**src/rtl/lcw_pkg.sv**
```systemverilog
package lcw_pkg;

  localparam int unsigned SampleW  = 24;
  localparam int unsigned SumW     = 28;
  localparam int unsigned WeightW  = 28;
  localparam int unsigned CntW     = 4;
  localparam int unsigned ScaleW   = 16;
  localparam int unsigned NumW     = 30;
  localparam int unsigned DenW     = ScaleW + 1;
  localparam int unsigned SamplesDefault = 10;

  localparam logic [ScaleW-1:0]  ScaleReset = 16'd880;
  localparam logic [SampleW-1:0] SignFlip   = 24'h800000;

  typedef enum logic [2:0] {
    ST_IDLE,
    ST_AVG,
    ST_DELTA,
    ST_SCALE,
    ST_WDIV,
    ST_EMIT
  } lcw_state_e;

  typedef struct packed {
    logic busy;
    logic done;
  } lcw_div_stat_t;

endpackage

```
**src/rtl/load_cell_tare_weigh.sv**
```systemverilog
// a sample or tare request that does not close a window leaves the input ready
// a closing window runs an averaging pass of the bit-serial divider, delta and scale
// states and a second pass; a tare window stops after averaging, the dead zone skips
// the second pass; the next transfer is taken in the cycle after the result loads
// input is refused until then; a result waiting in the output register stalls it
// reset: sum, count, offset, last shown cleared, first window tares, scale 880
module load_cell_tare_weigh #(
  parameter int unsigned SAMPLES = lcw_pkg::SamplesDefault
) (
  input  logic        clk_i,
  input  logic        rst_ni,
  input  logic        cfg_we_i,
  input  logic [15:0] cfg_wdata_i,
  input  logic        s_axis_tvalid,
  output logic        s_axis_tready,
  input  logic [23:0] s_axis_tdata,   // [23:0] sample
  input  logic [0:0]  s_axis_tuser,   // [0] mode
  output logic        m_axis_tvalid,
  input  logic        m_axis_tready,
  output logic [31:0] m_axis_tdata,   // [27:0] weight_tenths, [31:28] zero
  output logic [1:0]  m_axis_tuser    // [0] tared, [1] shown
);

  localparam int unsigned SampleW = lcw_pkg::SampleW;
  localparam int unsigned SumW    = lcw_pkg::SumW;
  localparam int unsigned WeightW = lcw_pkg::WeightW;
  localparam int unsigned CntW    = lcw_pkg::CntW;
  localparam int unsigned ScaleW  = lcw_pkg::ScaleW;
  localparam int unsigned NumW    = lcw_pkg::NumW;
  localparam int unsigned DenW    = lcw_pkg::DenW;
  localparam int unsigned FiveW   = SampleW + 3;
  localparam logic [CntW-1:0] SamplesC = CntW'(SAMPLES);

  lcw_pkg::lcw_state_e    state_q, state_d;
  lcw_pkg::lcw_div_stat_t div_stat;

  logic [ScaleW-1:0]  scale_q;
  logic [SumW-1:0]    sum_q, sum_next;
  logic [CntW-1:0]    cnt_q, cnt_next;
  logic [SampleW-1:0] offset_q;
  logic               tare_pend_q;
  logic [WeightW-1:0] last_q;
  logic               last_valid_q;
  logic [SampleW-1:0] delta_q;
  logic [FiveW-1:0]   five_q;
  logic [WeightW-1:0] res_weight_q;
  logic               res_tared_q;
  logic               out_valid_q;
  logic [WeightW-1:0] out_weight_q;
  logic               out_tared_q;
  logic               out_shown_q;

  logic               in_xfer;
  logic               win_done;
  logic               dead;
  logic               out_load;
  logic               shown;
  logic [ScaleW-1:0]  sc_eff;
  logic [SampleW-1:0] avg;
  logic               div_start;
  logic [NumW-1:0]    div_num;
  logic [DenW-1:0]    div_den;
  logic [NumW-1:0]    quot;

  assign s_axis_tready = (state_q == lcw_pkg::ST_IDLE);
  assign in_xfer  = s_axis_tvalid && s_axis_tready;
  assign sum_next = sum_q + SumW'(s_axis_tdata ^ lcw_pkg::SignFlip);
  assign cnt_next = cnt_q + 1'b1;
  assign win_done = in_xfer && !s_axis_tuser[0] && (cnt_next == SamplesC);
  assign sc_eff   = (scale_q == '0) ? ScaleW'(1) : scale_q;
  assign avg      = quot[SampleW-1:0];
  // below 0.2 g when 5*delta < scale
  assign dead     = five_q < FiveW'(sc_eff);
  assign out_load = (state_q == lcw_pkg::ST_EMIT) && (!out_valid_q || m_axis_tready);
  assign shown    = !res_tared_q && (!last_valid_q || (res_weight_q != last_q));

  always_comb begin
    state_d   = state_q;
    div_start = 1'b0;
    div_num   = {{(NumW - SumW){1'b0}}, sum_next};
    div_den   = DenW'(SAMPLES);
    case (state_q)
      lcw_pkg::ST_IDLE: begin
        if (win_done) begin
          div_start = 1'b1;
          state_d   = lcw_pkg::ST_AVG;
        end
      end
      lcw_pkg::ST_AVG: begin
        if (div_stat.done) begin
          state_d = tare_pend_q ? lcw_pkg::ST_EMIT : lcw_pkg::ST_DELTA;
        end
      end
      lcw_pkg::ST_DELTA: begin
        state_d = lcw_pkg::ST_SCALE;
      end
      lcw_pkg::ST_SCALE: begin
        // (20*delta + scale) / (2*scale) rounds 10*delta/scale to nearest
        div_num = NumW'({five_q, 2'b00}) + NumW'(sc_eff);
        div_den = {sc_eff, 1'b0};
        if (dead) begin
          state_d = lcw_pkg::ST_EMIT;
        end else begin
          div_start = 1'b1;
          state_d   = lcw_pkg::ST_WDIV;
        end
      end
      lcw_pkg::ST_WDIV: begin
        if (div_stat.done) begin
          state_d = lcw_pkg::ST_EMIT;
        end
      end
      lcw_pkg::ST_EMIT: begin
        if (out_load) begin
          state_d = lcw_pkg::ST_IDLE;
        end
      end
      default: begin
        state_d = lcw_pkg::ST_IDLE;
      end
    endcase
  end

  lcw_div_serial #(
    .NW(NumW),
    .DW(DenW)
  ) u_div (
    .clk_i     (clk_i),
    .rst_ni    (rst_ni),
    .start_i   (div_start),
    .dividend_i(div_num),
    .divisor_i (div_den),
    .quot_o    (quot),
    .stat_o    (div_stat)
  );

  always_ff @(posedge clk_i or negedge rst_ni) begin
    if (!rst_ni) begin
      state_q      <= lcw_pkg::ST_IDLE;
      scale_q      <= lcw_pkg::ScaleReset;
      sum_q        <= '0;
      cnt_q        <= '0;
      offset_q     <= '0;
      tare_pend_q  <= 1'b1;
      last_q       <= '0;
      last_valid_q <= 1'b0;
      out_valid_q  <= 1'b0;
    end else begin
      state_q <= state_d;
      if (cfg_we_i) begin
        scale_q <= cfg_wdata_i;
      end
      if (in_xfer) begin
        if (s_axis_tuser[0] || win_done) begin
          sum_q <= '0;
          cnt_q <= '0;
        end else begin
          sum_q <= sum_next;
          cnt_q <= cnt_next;
        end
        if (s_axis_tuser[0]) begin
          tare_pend_q  <= 1'b1;
          last_valid_q <= 1'b0;
        end
      end
      if (state_q == lcw_pkg::ST_AVG && div_stat.done && tare_pend_q) begin
        offset_q     <= avg;
        tare_pend_q  <= 1'b0;
        last_valid_q <= 1'b0;
      end
      if (out_load && shown) begin
        last_q       <= res_weight_q;
        last_valid_q <= 1'b1;
      end
      if (out_load) begin
        out_valid_q <= 1'b1;
      end else if (m_axis_tready) begin
        out_valid_q <= 1'b0;
      end
    end
  end

  always_ff @(posedge clk_i) begin
    if (state_q == lcw_pkg::ST_AVG && div_stat.done) begin
      delta_q      <= (avg > offset_q) ? (avg - offset_q) : '0;
      res_weight_q <= '0;
      res_tared_q  <= tare_pend_q;
    end
    if (state_q == lcw_pkg::ST_DELTA) begin
      five_q <= {1'b0, delta_q, 2'b00} + FiveW'(delta_q);
    end
    if (state_q == lcw_pkg::ST_WDIV && div_stat.done) begin
      res_weight_q <= quot[WeightW-1:0];
    end
    if (out_load) begin
      out_weight_q <= res_weight_q;
      out_tared_q  <= res_tared_q;
      out_shown_q  <= shown;
    end
  end

  assign m_axis_tvalid = out_valid_q;
  assign m_axis_tdata  = {{(32 - WeightW){1'b0}}, out_weight_q};
  assign m_axis_tuser  = {out_shown_q, out_tared_q};

  // input is only taken while the divider is free
  assert property (@(posedge clk_i) disable iff (!rst_ni)
    s_axis_tready |-> !div_stat.busy)
    else $error("input ready while divider busy");

  // a divider result only arrives in a state that waits for it
  assert property (@(posedge clk_i) disable iff (!rst_ni)
    div_stat.done |-> (state_q == lcw_pkg::ST_AVG || state_q == lcw_pkg::ST_WDIV))
    else $error("divider done outside a wait state");

  // a tare window carries zero weight and is never shown
  assert property (@(posedge clk_i) disable iff (!rst_ni)
    (m_axis_tvalid && m_axis_tuser[0]) |-> (m_axis_tdata == '0 && !m_axis_tuser[1]))
    else $error("tare result with weight or shown flag");

  // the window counter is cleared when it reaches the window length
  assert property (@(posedge clk_i) disable iff (!rst_ni)
    cnt_q < SamplesC)
    else $error("window count reached window length");

endmodule

```
**src/rtl/lcw_div_serial.sv**
```systemverilog
module lcw_div_serial #(
  parameter int unsigned NW = lcw_pkg::NumW,
  parameter int unsigned DW = lcw_pkg::DenW
) (
  input  logic                  clk_i,
  input  logic                  rst_ni,
  input  logic                  start_i,
  input  logic [NW-1:0]         dividend_i,
  input  logic [DW-1:0]         divisor_i,
  output logic [NW-1:0]         quot_o,
  output lcw_pkg::lcw_div_stat_t stat_o
);

  localparam int unsigned CW = $clog2(NW + 1);

  logic [NW-1:0] num_q, num_d;
  logic [DW-1:0] rem_q, rem_d;
  logic [DW-1:0] den_q;
  logic [CW-1:0] cnt_q, cnt_d;
  logic          busy_q, busy_d;
  logic          done_q, done_d;
  logic [DW:0]   shifted;
  logic [DW:0]   diff;
  logic          ge;

  // one restoring step per cycle, quotient bits shift in behind the dividend
  always_comb begin
    shifted = {rem_q, num_q[NW-1]};
    diff    = shifted - {1'b0, den_q};
    ge      = shifted >= {1'b0, den_q};
    num_d   = num_q;
    rem_d   = rem_q;
    cnt_d   = cnt_q;
    busy_d  = busy_q;
    done_d  = 1'b0;
    if (start_i) begin
      num_d  = dividend_i;
      rem_d  = '0;
      cnt_d  = CW'(NW);
      busy_d = 1'b1;
    end else if (busy_q) begin
      num_d = {num_q[NW-2:0], ge};
      rem_d = ge ? diff[DW-1:0] : shifted[DW-1:0];
      cnt_d = cnt_q - 1'b1;
      if (cnt_q == CW'(1)) begin
        busy_d = 1'b0;
        done_d = 1'b1;
      end
    end
  end

  always_ff @(posedge clk_i or negedge rst_ni) begin
    if (!rst_ni) begin
      cnt_q  <= '0;
      busy_q <= 1'b0;
      done_q <= 1'b0;
    end else begin
      cnt_q  <= cnt_d;
      busy_q <= busy_d;
      done_q <= done_d;
    end
  end

  always_ff @(posedge clk_i) begin
    num_q <= num_d;
    rem_q <= rem_d;
    if (start_i) begin
      den_q <= divisor_i;
    end
  end

  assign quot_o      = num_q;
  assign stat_o.busy = busy_q;
  assign stat_o.done = done_q;

endmodule

```
**config.mk**
```make
export PLATFORM = sky130hd
export DESIGN_NAME = load_cell_tare_weigh
export DESIGN_NICKNAME = d
export VERILOG_FILES = /design/src/rtl/lcw_pkg.sv /design/src/rtl/load_cell_tare_weigh.sv /design/src/rtl/lcw_div_serial.sv
export SDC_FILE = /design/constraint.sdc
export NUM_CORES = 1
export LEC_CHECK = 0
export ABC_AREA = 1
export ABC_CLOCK_PERIOD_IN_PS = 3820
export BUFFER_PORTS_ARGS = -buffer_cell sky130_fd_sc_hd__buf_2
export CAP_MARGIN = 25
export CORE_ASPECT_RATIO = 0.75
export CORE_MARGIN = 1.5
export CORE_UTILIZATION = 55
export CTS_CLUSTER_DIAMETER = 30
export DETAILED_ROUTE_END_ITERATION = 10
export GPL_TIMING_DRIVEN = 0
export HOLD_SLACK_MARGIN = 0.02
export PLACE_DENSITY = 0.72
export SYNTH_ARGS = -nofsm -noshare
export SYNTH_HDL_FRONTEND = slang
export SYNTH_SLANG_ARGS = --single-unit
```
**constraint.sdc**
```tcl
create_clock -name clk_i -period 3.82 [get_ports clk_i]
set_input_delay 0.955 -clock clk_i [delete_from_list [all_inputs] [get_ports clk_i]]
set_output_delay 0.955 -clock clk_i [all_outputs]
set_load 0.02 [all_outputs]
```
Word level (Yosys, flattened, before mapping) --
Cells that the tools add are included.
Storage, ports and cells: output and inout port bits 36, register bits 287, input port bits 46, logic and storage cells 110
Operators by class: add/subtract/negate cells 7, multiplexer cells 36, eq/ne operators 12, bitwise operators 1, magnitude comparators 3, reduce and logical (&&, ||, !) cells 28
Operators with widths (number):
- 2-to-1 mux 30 bit | 3
- 2-to-1 mux 28 bit | 3
- adder 29 x 16 -> 30 bit | 1
- adder 28 x 24 -> 28 bit | 1
- != test 28 bit | 1
- adder 26 x 24 -> 27 bit | 1
- less-than comparator 27 x 16 -> 1 bit | 1
- > comparator 24 bit | 1
- subtractor 24 bit | 1
- >= comparator 18 x 17 -> 1 bit | 1
- 2-to-1 mux 1 bit | 18
- one-hot mux 3 bit (6 select lines) | 1
- 2-to-1 mux 17 bit | 1
- subtractor 17 bit | 1
- zero test 16 bit | 1
- 2-to-1 mux 16 bit | 1
- 2-to-1 mux 3 bit | 5
- 2-to-1 mux 5 bit | 2
- nonzero test 2 bit | 5
- logical AND 1 bit | 9
- equality test 3 x 2 -> 1 bit, second input constant | 2
- equality test 3 bit, second input constant | 2
- != test 2 x 1 -> 1 bit, second input constant | 3
- nonzero test 3 bit | 2
- other kinds (14) | 20

Logic depth before layout (Yosys ltp) --
Gate-level depths: netlist of the first run.
word-level depth 7, depth in mapped cells 17, depth with buffers taken out 16

Cells and area by module --
A second synthesis of the first run with hierarchy kept.
Second synthesis, totals: cells, all modules 2300, area, all modules 18325.1 µm²
Modules (own cells, without submodules):
- load_cell_tare_weigh | area an instance 14159.8 µm², sequential area each 5963.2 µm², cells each 1766, instances 1
- lcw_div_serial | area an instance 4165.2 µm², sequential area each 1926.8 µm², cells each 534, instances 1

Worst setup path after synthesis of the first run --
OpenSTA, ideal clock, no wires.
path type reg2reg, start register state_q[2], end register res_weight_q[0], enable pin, clock period less this slack 3.269 ns, buffers on the path 0, cell stages (with the launch flop) 6, arrival 2.817 ns, path slack 0.551 ns, cell sequence dfrtp_1 > nor2_1 > inv_1 > nor2_1 > inv_1 > o21ai_0
Between the ends: cells in the longest elaborated chain, start to end 3, elaborated cells on any way between the ends 5, those cells by class eq/ne: 2; reduce/logical: 3
RTL lines:
- start, declared | line load_cell_tare_weigh.sv:34 | lcw_pkg::lcw_state_e state_q, state_d;
- start signal, assigned | line load_cell_tare_weigh.sv:139 | state_q <= lcw_pkg::ST_IDLE;
- start signal, assigned | line load_cell_tare_weigh.sv:149 | state_q <= state_d;
- equality test 3 x 1 -> 1 bit / equality test 3 bit (equally long branches) | line load_cell_tare_weigh.sv:184, load_cell_tare_weigh.sv:192
- logical AND 1 bit (on tied branches) | line load_cell_tare_weigh.sv:184, load_cell_tare_weigh.sv:192
- nonzero test 2 bit (no source line) *
- end signal, assigned | line load_cell_tare_weigh.sv:193 | res_weight_q <= quot[WeightW-1:0];
- end, declared | line load_cell_tare_weigh.sv:46 | logic [WeightW-1:0] res_weight_q;
Mark *: on every way between the ends. The rest lies on a longest branch, timed or not. A chain may end at the register's enable or synchronous reset.

Worst setup path after layout of the first run --
start register scale_q[9], end register u_div.num_q[13] (netlist: u_div.quot_o[13]), enable pin
Between the ends: cells in the longest elaborated chain, start to end 6
RTL lines:
- start, declared | line load_cell_tare_weigh.sv:37 | logic [ScaleW-1:0] scale_q;
- start signal, assigned | line load_cell_tare_weigh.sv:140 | scale_q <= lcw_pkg::ScaleReset;
- start signal, assigned | line load_cell_tare_weigh.sv:151 | scale_q <= cfg_wdata_i;
- zero test 16 bit | line load_cell_tare_weigh.sv:70 | assign sc_eff = (scale_q == '0) ? ScaleW'(1) : scale_q;
- 2-to-1 mux 16 bit * | line load_cell_tare_weigh.sv:70
- less-than comparator 27 x 16 -> 1 bit * | line load_cell_tare_weigh.sv:73 | assign dead = five_q < FiveW'(sc_eff);
- 2-to-1 mux 1 bit * | line load_cell_tare_weigh.sv:101 | if (dead) begin
- one-hot mux 1 bit (2 select lines) * | line load_cell_tare_weigh.sv:82 | case (state_q)
- nonzero test 2 bit (no source line) *
- end signal, assigned | line lcw_div_serial.sv:65 | num_q <= num_d;
- end, declared | line lcw_div_serial.sv:16 | logic [NW-1:0] num_q, num_d;
Marked as above.

==> results by group, run 1 <==
Critical path
  – CP bufs+invs: 5
  – Worst-path cell chain: inv_1 -> ha_1 -> nand2_1 -> inv_1 -> nand3_1 -> nor3_1 -> nand2_1 -> nand2_1 -> nand2_1 -> nand2_1 -> nand2_2 -> nand2_2 -> buf_6 -> inv_1 -> nand2_1 -> buf_16
  – Critical path's top delay family: simple AND/OR/NAND/NOR gates
  – Slowest stage delay, CP: 530 ps
  – Setup crit end kind: register
  – CP required: 4090 ps
  – Type of the worst setup path: reg2reg
  – Crit-path slowest cell: dfstp_2
  – Critical path arrival: 3450 ps
  – Most frequent CP cell: nand2_1
  – Crit-path max FO: 22
  – CP startpoint kind: register

STA
  – Final period utilization: 83.2%
  – Setup WS post-layout: 643 ps
  – Final Critical Period: 3180 ps
  – Worst-Margin Slew: 749 ps
  – Fin Setup TNS: 0 ps
  – Fmax: 315 MHz
  – Max_slew headroom: 50.0%
  – Hold violation total from the final report: 0
  – Worst hold slack: 343 ps
  – Final Skew: 11.5 ps
  – RSZ-0062 raised after global routing: no
  – Fin. max-slew vios: 0
  – Setup violators final: 0

Layout
  – Fin util: 64.6%
  – Share of post-route cells with drive strength above 1: 9.48%
  – Post-route cell area: 0.0209 sq mm
  – # fillers: 2766
  – Diodes inserted: 0
  – Area of the multi-input gates: 0.00878 sq mm
  – Area Growth Syn to Fin: 15.9%
  – Seq. cell area: 0.00786 sq mm
  – Final #Nets: 2582

Power
  – Power share of the combinational group: 44.0%
  – Int Pwr: 9.72 mW
  – Net Sw Frac: 42.5%
  – Static Leak: 9.83 nW
  – P_sw: 7.19 mW
  – Maximum vdd drop: 425 uV
  – Power Density: 810 mW/mm^2
  – Seq pwr share: 29.1%
  – Clock power frac: 26.9%

GRT
  – Total GRT Usage: 30.6%
  – GRT overflow: 0
  – Largest net degree at the start of global routing: 60
  – Initial antenna violation count: 0
  – First-pass GRT wire length: 80600 microns
  – Vias in the first global route: 15200

CTS
  – Post-CTS Resized: 0
  – Clock root buffer: clkbuf_16
  – CTS clk-pin slew, worst paths: 50 ps
  – Clock Latency Late Sink: 580 ps
  – CTS sink cnt: 286
  – Clock buffer depth: 3
  – CTS tree: built
  – H-tree depth: 2
  – Total CTS buffers: 53
  – Hold Buf Count CTS: 0
  – # Post-CTS Setup Buffers: 0

Synth
  – Main synth FF type: edfxtp_1
  – Cell taking the most area after synthesis: edfxtp_1
  – Netlist cell types: 52
  – Synth top area cells: edfxtp_1 26%, dfrtp_1 15%, nand2_1 12%, ha_1 8.3%, inv_1 5.8%
  – Ys async rst share: 39.5%
  – Yosys top cell area share: 26.0%
  – FF+latch count, synth: 286
  – Cells after Synth: 2270
  – Mapped cell area: 0.0180 sq mm
  – Synthesized area per cell: 7.93 sq um
  – Number of flops mapped to enable cells by yosys: 156
  – Yosys warns: 0
  – Seq/Total Area, Yosys: 43.7%

Die
  – Core Rows: 57
  – Core area: 0.0323 sq mm
  – Height of the die: 160 microns
  – Die area: 0.0338 sq mm
  – Initial Util: 55.7%
  – I/O Pins: 82
  – Die X: 212 microns

Status
  – Status: completed

Drt
  – Vias: 16000
  – Routed vias/inst: 5.52
  – Iter 0 DRT Violations: 1602
  – Post-route ant nets: 0
  – DR WL/cell: 17.6 microns
  – DRC: 0
  – WL final: 50900 microns
  – Iteration count of the initial detailed-routing pass: 5

Job
  – Max Cap Violations: 0

Min path
  – Worst min path class: in2async

Placement
  – Dpl hpwl: 39700 microns
  – Dpl ws: 403 ps
  – Placed Area: 0.0191 sq mm
  – Final GP Congestion: 1.00
  – PortBufs: 77
## cells in the mapped netlist, drive strengths merged, types with 2 or more instances
master  count
dfstp       6
a31oi       3
o21ai     172
dfxtp      17
nor3       20
a21oi     132
ha        119
a22o        5
fa          5
clkbuf     42
o22ai       6
and3        2
dfrtp     107
nor2      253
edfxtp    156
o21bai      9
a21boi      7
nand3     149
nor3b       3
nand3b      9
o21a       11
mux2i       5
nor4       14
inv       283
o211ai      7
or2         9
nand2     570
nand4      21
a21o       10
a211oi      3
xnor2      39
buf        25
a221oi      2
xor2       42
## stage by stage
step	total power, mW	instances
6_report	16.9	2899
3_3_place_gp	12.0	2792
5_1_grt	18.1	2899
4_1_cts	16.8	2899
2_1_floorplan	9.97	2273
3_5_place_dp	12.2	2799
## sequential cells by signal, indices dropped and copies added, names as in the netlist
name           cells
u_div.rem_q       17
res_weight_q      28
delta_q           24
offset_q          24
u_div.done_q       1
u_div.den_q       16
tare_pend_q        1
state_q            3
u_div.busy_q       1
cnt_q              4
res_tared_q        1
u_div.cnt_q        5
out_weight_q      28
out_tared_q        1
last_q            28
scale_q           16
last_valid_q       1
u_div.quot_o      30
five_q            27
out_shown_q        1
m_axis_tvalid      1
sum_q             28
## layout by cell type (no fill, tap or decap), types with 89 or more instances in the layout
master	synthesis	routed
nand2_1	566	566
inv_1	279	279
ha_1	119	119
o21ai_0	169	168
dfrtp_1	107	107
buf_2	13	89
nand3_1	148	148
nor2_1	251	249
a21oi_1	132	132
edfxtp_1	156	156
## power by group through the flow
stage               sequential [mW]  clock (mW)  combinational [mW]
finish                         4.92        4.55                7.44
global route                   5.01        4.76                8.32
CTS                            4.90        4.59                7.30
detailed placement             4.93           0                7.22
global placement               4.92           0                7.08
floorplan                      4.87           0                5.10
## path summary, 6_finish.rpt
path,cells after the start,startpoint,slack [ps],to
max,16,scale_q[9],640,u_div.quot_o[13]
min,1,rst_ni,340,last_q[10]
max reg2reg,16,scale_q[9],640,u_div.quot_o[13]
min reg2reg,0,res_weight_q[7],460,out_weight_q[7]
max in group asynchronous,2,rst_ni,2750,tare_pend_q
min in group clk_i,0,res_weight_q[7],460,out_weight_q[7]
## cells by family after synthesis
kind of cell | after synthesis | synth area share (%)
AOI/OAI and AO/OA | 371 | 11.3
adders and majority gates | 124 | 8.82
buffers and inverters | 351 | 7.72
muxes | 5 | 0.278
xor gates and xnor gates | 81 | 3.94
other | 1 | 0.0208
DFF | 286 | 43.7
and+or+nand+nor | 1051 | 24.2
## area by class of cell
class | count | area share, %
Multi-Input combinational cell | 1636 | 42.1
Buffer | 67 | 1.55
Inverter | 284 | 5.11
Timing Repair Buffer | 84 | 2.48
Clock buffer | 60 | 6.68
Sequential cell | 286 | 37.7
Tap cell | 442 | 2.65
Clock inverter | 40 | 1.78
## per-layer routing
metal	GRT usage, %	up-vias	share of wire [%]
met1	47.3	7486	48
met3	5.53	79	8.4
met2	43.9	627	42
met5	0	-	0
met4	8.38	0	2.3
li1	-	7801	-
No activity file was read; power rests on OpenSTA's default activity.
==> run 2, diff against run 1 <==
Settings changed: ABC_CLOCK_PERIOD_IN_PS 3820 to 2600, PLACE_DENSITY 0.72 to 0.75.
Clock period 3.82 ns to 2.6 ns, I/O delays scaled along.
==> run 2 against run 1 <==
Net effect:
- critical path depth down 6
- via count grew 2.9%
- clock power rose by 58%
- design area is 3.7% higher
- clock skew rose by 15 ps
- worst hold slack worse by 290 ps
- die area unchanged
- largest cell class unchanged
==> results by group, run 2 (synthesized netlist as in run 1, its figures left out) <==
Critical path
  – Type of the worst setup path: reg2reg
  – Setup crit end kind: register
  – Reg2reg setup slack: 10 ps
  – Critical path arrival: 2910 ps
  – CP required: 2920 ps
  – Crit-path max FO: 8
  – CP startpoint kind: register

Placement
  – Dpl ws: -542 ps
  – Dpl hpwl: 39500 microns
  – Placed instance count: 2797
  – Final GP Congestion: 0.997
  – PortBufs: 77

GRT
  – Vias in the first global route: 15500
  – First-pass GRT wire length: 82300 microns
  – Initial antenna violation count: 0
  – Largest net degree at the start of global routing: 59
  – Total GRT Usage: 31.3%
  – GRT overflow: 0

Job
  – Max Cap Violations: 0

CTS
  – Clock root buffer: clkbuf_16
  – Clock buffer depth: 3
  – CTS clk-pin slew, worst paths: 60 ps
  – Hold Buf Count CTS: 0
  – H-tree depth: 2
  – CTS sink cnt: 286
  – Clock Latency Late Sink: 580 ps
  – CTS tree: built
  – Total CTS buffers: 52

STA
  – Fmax: 386 MHz
  – Final period utilization: 99.6%
  – Max_slew headroom: 50.4%
  – Setup violators final: 0
  – Final Critical Period: 2590 ps
  – Final Skew: 26.3 ps
  – RSZ-0062 raised after global routing: yes
  – Fin. max-slew vios: 0
  – Hold violation total from the final report: 0
  – Setup WS post-layout: 10.9 ps
  – Worst-Margin Slew: 744 ps

Drt
  – DR WL/cell: 18.1 microns
  – Vias: 16500
  – DRC: 0
  – Iteration count of the initial detailed-routing pass: 5
  – WL final: 53000 microns
  – Routed vias/inst: 5.63
  – Iter 0 DRT Violations: 1872
  – Post-route ant nets: 0

Layout
  – Share of post-route cells with drive strength above 1: 13.7%
  – Area Growth Syn to Fin: 20.2%
  – Layout Cells excl Fill: 2924
  – # fillers: 2630
  – Max reg flops: 30
  – Diodes inserted: 0
  – Commonest non-fill, non-tap cells in the layout: 540 x nand2_1, 275 x inv_1, 237 x nor2_1
  – Fin util: 67.0%
  – Final #Nets: 2608
  – Most common cell after layout, fill and taps aside: nand2_1

Die
  – Height of the die: 160 microns
  – Initial Util: 55.7%
  – Core area: 0.0323 sq mm
  – Die area: 0.0338 sq mm
  – I/O Pins: 82
  – Die X: 212 microns
  – Core Rows: 57

Status
  – Status: completed

Power
  – Seq pwr share: 27.5%
  – Static Leak: 10.1 nW
  – P_sw: 11.3 mW
  – Clock power frac: 27.3%
  – Power Density: 1220 mW/mm^2
  – Power share of the combinational group: 45.2%
  – Int Pwr: 15.1 mW
  – Net Sw Frac: 42.7%
  – Maximum vdd drop: 590 uV

Min path
  – Worst min path class: in2async
==> run 2: worst max-delay path: stages, from the launching register on <==
cell	delay, ps
edfxtp_1	440
ha_1	450
nand2_1	140
nor2_1	150
nand3_1	170
nor4_1	250
nand4_1	210
nand2_4	220
buf_6	120
buf_4	120
a21oi_1	50
==> run 2: per-stage QoR <==
stage / area, sq um / power [mW] / TNS (ps) / hold WS [ps]
6_report: 21600 / 26.3 / 0 / 55.4
5_1_grt: 21600 / 28.0 / -3280 / 113
4_1_cts: 21200 / 25.5 / -9.83 / 85.4
3_5_place_dp: 19100 / 17.8 / -25380 / 439
3_3_place_gp: 19000 / 17.6 / -119550 / 439
2_1_floorplan: 18000 / 14.6 / 0 / 354
==> run 2: per-layer routing <==
layer	vias to the layer above	track usage [%]	wire (microns)
li1	7868	-	-
met1	7772	47.5	24400
met2	727	46.3	23000
met3	89	4.48	4300
met4	0	9.29	1360
met5	-	0	0
==> run 2: what timing repair did <==
action                                  4_1_cts  5_1_grt
resized for setup                            40       80
cloned                                        2        2
pin swaps                                     6       17
endpoints found under the setup margin       83      106
setup buffers                                 8       17
==> run 2: worst paths after layout <==
kind	from	to	cells after the start
max in group asynchronous	rst_ni	scale_q[9]	2
min in group clk_i	cfg_wdata_i[14]	scale_q[14]	3
max	u_div.quot_o[21]	delta_q[8]	10
max reg2reg	u_div.quot_o[21]	delta_q[8]	10
min reg2reg	res_weight_q[1]	out_weight_q[1]	0
min	rst_ni	last_q[22]	1
==> run 2: power groups by stage <==
stage | Clock, mW | Sequential, mW | Combinational [mW]
finish | 7.19 | 7.24 | 11.9
global route | 7.46 | 7.35 | 13.1
CTS | 7.22 | 7.19 | 11.1
detailed placement | 0 | 7.24 | 10.6
global placement | 0 | 7.20 | 10.4
floorplan | 0 | 7.15 | 7.49
==> run 2: area by class of cell <==
type / instances / area (sq um) / share of cell area, %
Multi-Input combinational cell: 1640 / 9240 / 42.7
Sequential cell: 286 / 7860 / 36.3
Clock buffer: 57 / 1370 / 6.34
Inverter: 284 / 1080 / 4.98
Timing Repair Buffer: 108 / 702 / 3.24
Tap cell: 442 / 553 / 2.56
Clock inverter: 41 / 515 / 2.38
Buffer: 66 / 324 / 1.50
==> run 3, diff against run 2 <==
Settings changed: CELL_PAD_IN_SITES_DETAIL_PLACEMENT from default to 0, CELL_PAD_IN_SITES_GLOBAL_PLACEMENT from default to 1, CORE_UTILIZATION 55 to 43, PLACE_DENSITY 0.75 to default, PLACE_DENSITY_LB_ADDON from default to 0.1.
==> run 3 against run 2 <==
Net effect:
- sequential power is essentially flat
- critical path depth grew 1
- highest routed layer unchanged
- power grew 4.6%
- critical path type unchanged
- via count shrank 3.3%
- routed wire length grew 5.6%
- sequential cell count is the same
- largest cell class unchanged
- cell count grew 4.8%
==> results by group, run 3 (synthesized netlist as in run 1, its figures left out) <==
Status
  – Status: completed

Job
  – Max Cap Violations: 0

Drt
  – Vias: 15900
  – DR top layer: met4
  – Met3 wire length: 3640 microns
  – DRC: 0
  – WL final: 56000 microns
  – Routed vias/inst: 5.19
  – Iter 0 DRT Violations: 1474
  – Iteration count of the initial detailed-routing pass: 5
  – Wire length on met1: 28300 microns
  – Met2 WL: 22900 microns
  – DR WL/cell: 18.3 microns
  – Post-route ant nets: 0

STA
  – Hold violation total from the final report: 0
  – Worst hold slack: 233 ps
  – Final Critical Period: 2560 ps
  – Fin. max-slew vios: 0
  – Setup WS post-layout: 40.9 ps
  – Max_slew headroom: 46.4%
  – Worst-Margin Slew: 805 ps
  – Final period utilization: 98.4%
  – Final Skew: 52.1 ps
  – Setup violators final: 0
  – Fmax: 391 MHz

Critical path
  – Crit-path max FO: 7
  – Type of the worst setup path: reg2reg
  – CP required: 2940 ps
  – Critical path arrival: 2900 ps
  – Reg2reg setup slack: 40 ps
  – CP startpoint kind: register
  – Setup crit end kind: register

CTS
  – Clock buffer depth: 3
  – Clock Latency Late Sink: 640 ps
  – Total CTS buffers: 59
  – H-tree depth: 2
  – CTS sink cnt: 286
  – Clock root buffer: clkbuf_16
  – CTS tree: built
  – CTS clk-pin slew, worst paths: 50 ps

Power
  – Pwr Total: 27.6 mW
  – Power Density: 1240 mW/mm^2
  – Maximum vdd drop: 609 uV
  – Static Leak: 10.3 nW

Die
  – Initial Util: 43.9%
  – Die area: 0.0431 sq mm
  – Height of the die: 180 microns
  – Die X: 239 microns
  – Core Rows: 64
  – Core area: 0.0410 sq mm
  – I/O Pins: 82

Layout
  – Area Growth Syn to Fin: 23.8%
  – Most common cell after layout, fill and taps aside: nand2_1
  – Max reg flops: 30
  – Diodes inserted: 0
  – Commonest non-fill, non-tap cells in the layout: 540 x nand2_1, 272 x inv_1, 236 x nor2_1
  – Area of the multi-input gates: 0.00939 sq mm
  – # fillers: 3876
  – Final #Nets: 2622
  – Share of post-route cells with drive strength above 1: 15.7%
  – Post-route cell area: 0.0223 sq mm
  – Layout Cells excl Fill: 3064
  – Seq. cell area: 0.00786 sq mm

GRT
  – Total GRT Usage: 26.0%
  – Largest net degree at the start of global routing: 61
  – Vias in the first global route: 15000
  – Initial antenna violation count: 1
  – First-pass GRT wire length: 85800 microns
  – GRT overflow: 0

Placement
  – Dpl ws: -719 ps
  – Dpl hpwl: 42900 microns
  – PortBufs: 77
  – Placed Area: 0.0192 sq mm
  – Final GP Congestion: 0.942
  – Placed instance count: 2915

Min path
  – Worst min path class: in2reg
==> run 3: cell count changes in the layout (fill, tap and decap cells not counted), moves of 6 or more <==
cell     change
buf_4        +6
a21oi_1      -8
inv_8        -7
ha_1        -11
ha_2         +6
a21oi_2      +9
==> run 3: power breakdown <==
group / internal [mW] / leakage (nW) / switching [mW]
registers: 6.37 / 3.02 / 0.875
logic: 4.28 / 6.22 / 7.88
clock network: 5.44 / 1.04 / 2.72
==> run 3: per-stage QoR <==
step | util (%) | TNS, ps
floorplan | - | 0
global placement | 46.6 | -157740
detailed placement | 46.9 | -35850
CTS | 52.9 | 0
global route | 54.4 | -745
finish | 54.4 | 0
==> run 3: repair_timing <==
item / CTS / global route
endpoints found under the setup margin: 99 / 160
hold buffers: 1 / 0
setup buffers: 12 / 19
gates resized for setup: 48 / 122
pin swaps: 8 / 19
hold endpoints to repair: 30 / 0
gates cloned: 3 / 2
==> run 3: cell type report <==
class	count	share of cell area [%]
Sequential cell	286	35.3
Tap cell	561	3.15
Timing Repair Buffer	114	3.32
Clock buffer	68	7.00
Inverter	284	4.85
Clock inverter	44	2.77
Multi-Input combinational cell	1640	42.1
Buffer	67	1.54
==> run 3: critical path: stages (launching register included) <==
cell,delay (ps)
edfxtp_1,480
ha_1,340
nand3_1,220
a31oi_4,70
nor4_4,420
nand2_2,110
nand2_4,110
nand2_4,60
buf_8,150
clkinvlp_4,100
buf_8,150
nand2_8,80
==> run 3: worst paths after layout <==
| kind | startpoint | endpoint | depth (start not counted) |
|---|---|---|---|
| setup / recovery | five_q[15] | u_div.quot_o[25] | 11 |
| hold reg to reg | delta_q[0] | five_q[0] | 0 |
| hold / removal | cfg_wdata_i[1] | scale_q[1] | 3 |
| max in group asynchronous | rst_ni | scale_q[9] | 3 |
| setup reg to reg | five_q[15] | u_div.quot_o[25] | 11 |
| min in group asynchronous | rst_ni | last_q[10] | 2 |
==> run 3: per-layer routing <==
layer / GRT usage [%] / vias up
li1: - / 7886
met1: 40.6 / 7496
met2: 36.5 / 463
met3: 4.55 / 72
met4: 6.99 / 0
met5: 0 / -
